==> src/design/assert_macros.svh <==
// Assertion macros used by the top-level design file
`ifndef ASSERT_MACROS_SVH
`define ASSERT_MACROS_SVH
// Check an implication on every clock edge outside reset
`define CHK_IMPL(label, clk, rst_n, ante, cons) \
    label: assert property (@(posedge clk) disable iff (!rst_n) (ante) |-> (cons)) \
        else $error("check failed");
// Check that the consequence holds in the cycle after the antecedent
`define CHK_NEXT(label, clk, rst_n, ante, cons) \
    label: assert property (@(posedge clk) disable iff (!rst_n) (ante) |=> (cons)) \
        else $error("check failed");
`endif

==> src/design/mhkv_pkg.sv <==
// Package: constants, opcodes and hash helpers for the key/value table
package mhkv_pkg;
    localparam int NUM_BUCKETS_DEF  = 256;
    localparam int WAYS_DEF         = 4;
    localparam logic [31:0] HASH_SEED = 32'hDEADBEEF;
    localparam logic [31:0] C1 = 32'hcc9e2d51;
    localparam logic [31:0] C2 = 32'h1b873593;
    localparam logic [31:0] C3 = 32'he6546b64;
    localparam logic [31:0] F1 = 32'h85ebca6b;
    localparam logic [31:0] F2 = 32'hc2b2ae35;

    typedef logic [1:0] t_op;
    localparam t_op OP_GET = 2'd0;
    localparam t_op OP_PUT = 2'd1;
    localparam t_op OP_DEL = 2'd2;
    localparam t_op OP_NOP = 2'd3;

    function automatic logic [31:0] rotl(input logic [31:0] x, input int r);
        return (x << r) | (x >> (32 - r));
    endfunction
endpackage

==> src/design/mhkv_hash.sv <==
// Pipelined MurmurHash3 x86_32 over a 64-bit key, at most one multiply per stage
module mhkv_hash import mhkv_pkg::*; (
    input  logic        i_clk,
    input  logic        i_adv,
    input  logic [63:0] i_key,
    output logic [31:0] o_hash
);
    logic [31:0] r_k0, r_k1, r_k0b, r_k1b, r_h1, r_h2, r_f0, r_f1, r_f2;
    logic [31:0] h1pre, h2pre;

    assign h1pre = rotl(HASH_SEED ^ r_k0b, 13);
    assign h2pre = rotl(r_h1 ^ r_k1b, 13);

    // Advance every stage together while the sequencer is in its hash state
    always_ff @(posedge i_clk) begin
        if (i_adv) begin
            r_k0  <= i_key[31:0] * C1;
            r_k1  <= i_key[63:32] * C1;
            r_k0b <= rotl(r_k0, 15) * C2;
            r_k1b <= rotl(r_k1, 15) * C2;
            r_h1  <= h1pre * 32'd5 + C3;
            r_h2  <= h2pre * 32'd5 + C3;
            r_f0  <= (r_h2 ^ 32'd8) ^ ((r_h2 ^ 32'd8) >> 16);
            r_f1  <= r_f0 * F1;
            r_f2  <= (r_f1 ^ (r_f1 >> 13)) * F2;
        end
    end
    assign o_hash = r_f2 ^ (r_f2 >> 16);
endmodule
==> config.mk <==
export PLATFORM = sky130hd
export DESIGN_NAME = mhkv_hash
export DESIGN_NICKNAME = d
export VERILOG_FILES = /design/src/design/assert_macros.svh /design/src/design/mhkv_pkg.sv /design/src/design/mhkv_hash.sv
export SDC_FILE = /design/constraint.sdc
export NUM_CORES = 2
export LEC_CHECK = 0
export ABC_AREA = 1
export BUFFER_PORTS_ARGS = -buffer_cell sky130_fd_sc_hd__buf_2
export CAP_MARGIN = 0
export CORE_MARGIN = 2
export CORE_UTILIZATION = 35
export CTS_BUF_LIST = sky130_fd_sc_hd__clkbuf_4
export DETAILED_ROUTE_END_ITERATION = 8
export SLEW_MARGIN = 20
export SYNTH_ARGS = -nofsm -noshare
export SYNTH_HDL_FRONTEND = slang
export SYNTH_SLANG_ARGS = --single-unit
export TNS_END_PERCENT = 50
==> constraint.sdc <==
create_clock -name i_clk -period 7.11 [get_ports i_clk]
set_input_delay 1.0665 -clock i_clk [delete_from_list [all_inputs] [get_ports i_clk]]
set_output_delay 1.0665 -clock i_clk [all_outputs]
set_load 0.02 [all_outputs]
==> flow_summary.toml <==
[synthesis]
seq_area_frac_synth = 0.1325
ys_async_sr_fraction = 0
syn-cell-area_sq_um = 65270
yosysWarningCount = 0
synth-compound-area-share = 0.04091
synth_edf_count = 288
synth_area_leader_cell = "fa_1"
synth.avg_cell_area_sq_um = 9.685
yosys-top-cells-area = "fa_1 34%, ha_1 24%, edfxtp_1 13%"
synthSimpleGateAreaFrac = 0.06412
yosysUniqueCellTypes = 49
synth.mux.area_fraction = 0
synth_top_family_by_area = "adder cells"
synthXorXnorAreaFrac = 0.05502
synth_seq_cells = 288
synthAdderAreaFrac = 0.5772
syn-num-nets = 9155
synth_cells = 6739
synthFlopType = "edfxtp_1"
synth_top_area_frac = 0.3380

[routing]
wl_met2_um = 78840
wl_met3_um = 5264
drtPass1Iterations = 5
wl_per_cell_um = 16.68
vias = 43160
drt_wl_total_um = 158800
drc = 0
vias_per_cell = 4.535
ant_nets = 0
top_layer_used = "met5"
met1_length_um = 71310
drt_iter0_markers = 2078

[setup_path]
worst-r2r-setup-slack_ns = 0.34
r2r-start = "r_f1[24]$_DFFE_PP_"
ff2ff_path_depth = 26
cp-endpoint = "r_f2[29]$_DFFE_PP_"
endpoint_kind = "flip-flop"
path_class = "flip-flop to flip-flop"
r2r_end = "r_f2[29]$_DFFE_PP_"
cp.arrival_ns = 7.48
cp-start-kind = "flip-flop"
critPathMaxFanout = 5
crit_required_ns = 7.82
crit_path_start = "r_f1[24]$_DFFE_PP_"

[cells_and_area]
drive_gt1_frac = 0.05330
layout_commonest_cell = "inv_1"
layout_common_cells = "2230 x inv_1, 1248 x ha_1, 1102 x fa_1, 611 x nand2_1, 288 x edfxtp_1"
nNetsFinal = 9394
syn_to_final_growth_pct = 7.946

[timing]
max_slew_margin = 0.3627
finalSetupTns_ns = 0
worstMarginPinSlew_ns = 0.9527
hold_viol = 0
fin_crit_ns = 6.769
fin_skew_ns = 0.08593
clock.fmax_mhz = 147.7
slew_viol_final = 0
setup_viol_count_final = 0
timing.final.crit_share = 0.9521

[cts]
cts.sink_count = 288
cts_hold_buf = 0
cts_buffer_depth = 3
cts_made_buffers = 83
cts_tree = "yes"
clockRootBuffer = "clkbuf_4"
cts_max_level = 3
insertion_delay_ns = 0.96
clkSlewWorstSetupHoldPaths_ns = 0.07

[place]
dp_hpwl_um = 142500
port_buffers = 97
routabilityCongestion = 0.9641

[floorplanning]
rows = 158
fp.dieH_um = 435.8
die_area_sq_um = 190000
coreArea_sq_um = 185400
initial_utilization = 0.3520
num_io_pins = 98
die_w_um = 435.8

[global_route]
grt_pass1_wl_um = 258500
grt_max_degree = 113
gr-total-overflow = 0
grt_pass1_vias = 47490
antenna_found_initial = 3
track_usage = 0.1726

[run_status]
outcome = "finished, final reports clean"

[worst_hold_path]
hold_path_class = "flip-flop to flip-flop"

[flow_run]
max-cap-violations = 0
logic make-up (layout without fill, tap and decap cells):
logic type	count (synthesis)	after routing
buf+inv	2248	2544
compound gates	453	453
flops	288	288
other cells	0	2
xor+xnor	410	410
fa+ha+maj	2350	2350
simple gates	990	990
routing by layer:
layer  up-vias  GRT usage
met5         -          0
met4         2    0.04247
met3       165    0.01596
met2       785     0.3046
met1     21290     0.2268
li1      20920          -
how the worst min path moves through the flow:
stage / to / from / cells after the start
2_1_floorplan: r_h1[1]$_DFFE_PP_ / r_k0b[20]$_DFFE_PP_ / 0
3_3_place_gp: r_f0[28]$_DFFE_PP_ / r_h2[28]$_DFFE_PP_ / 0
3_5_place_dp: r_h1[1]$_DFFE_PP_ / r_k0b[20]$_DFFE_PP_ / 0
4_1_cts: r_k1[1]$_DFFE_PP_ / i_adv / 1
5_1_grt: r_k1[3]$_DFFE_PP_ / i_adv / 1
6_report: r_f0[31]$_DFFE_PP_ / r_h2[31]$_DFFE_PP_ / 0
synth_stat cells (all sizes together), types with 18 or more instances:
cell,number
nand2,618
nand4,31
inv,2232
o21bai,30
edfxtp,288
fa,1102
a31oi,18
nor3,31
o21ai,116
ha,1248
nand3,123
nor2,149
xnor2,148
xor2,262
a21oi,223
a21o,22
per-stage QoR:
step	hold slack, ns	util	setup WS [ns]	instances	area [sq um]
2_1_floorplan	0.4334	-	0.6331	6739	65270
3_3_place_gp	0.4590	0.3737	0.08409	9372	69300
3_5_place_dp	0.4590	0.3737	0.03587	9372	69300
4_1_cts	0.3348	0.3797	0.2110	9514	70420
5_1_grt	0.4097	0.3799	-0.006573	9517	70460
6_report	0.4660	0.3799	0.3407	9517	70460
critical path, stage by stage (launching register included):
cell,delay (ns)
edfxtp_1,0.44
xnor2_1,0.31
inv_1,0.24
ha_1,0.37
inv_1,0.08
fa_1,0.45
inv_1,0.08
fa_1,0.40
inv_1,0.08
fa_1,0.43
inv_1,0.09
fa_1,0.44
fa_1,0.50
fa_1,0.49
inv_1,0.05
fa_1,0.51
inv_1,0.06
ha_1,0.36
a21oi_1,0.17
o21ai_0,0.10
a21oi_1,0.16
buf_4,0.15
nand3_2,0.14
a21o_1,0.22
nand2_1,0.06
nand2_1,0.06
xor2_1,0.14
timing repair:
item / 4_1_cts / 5_1_grt
setup endpoints to repair: 0 / 4
hold endpoints to repair: 0 / 0
resized for setup: 0 / 5
setup buffers: 0 / 1
cell type report:
cell class / count / area [sq um]
Antenna cell: 2 / 5.005
Clock buffer: 113 / 848.3
Clock inverter: 29 / 266.5
Fill cell: 18650 / 115000
Inverter: 2232 / 8378
Multi-Input combinational cell: 4203 / 48150
Sequential cell: 288 / 8648
Tap cell: 2480 / 3103
Timing Repair Buffer: 170 / 1056
Power is left out: the tool's default activity adds up to more than one toggle a clock period on the data nets, which glitch-free logic cannot reach.
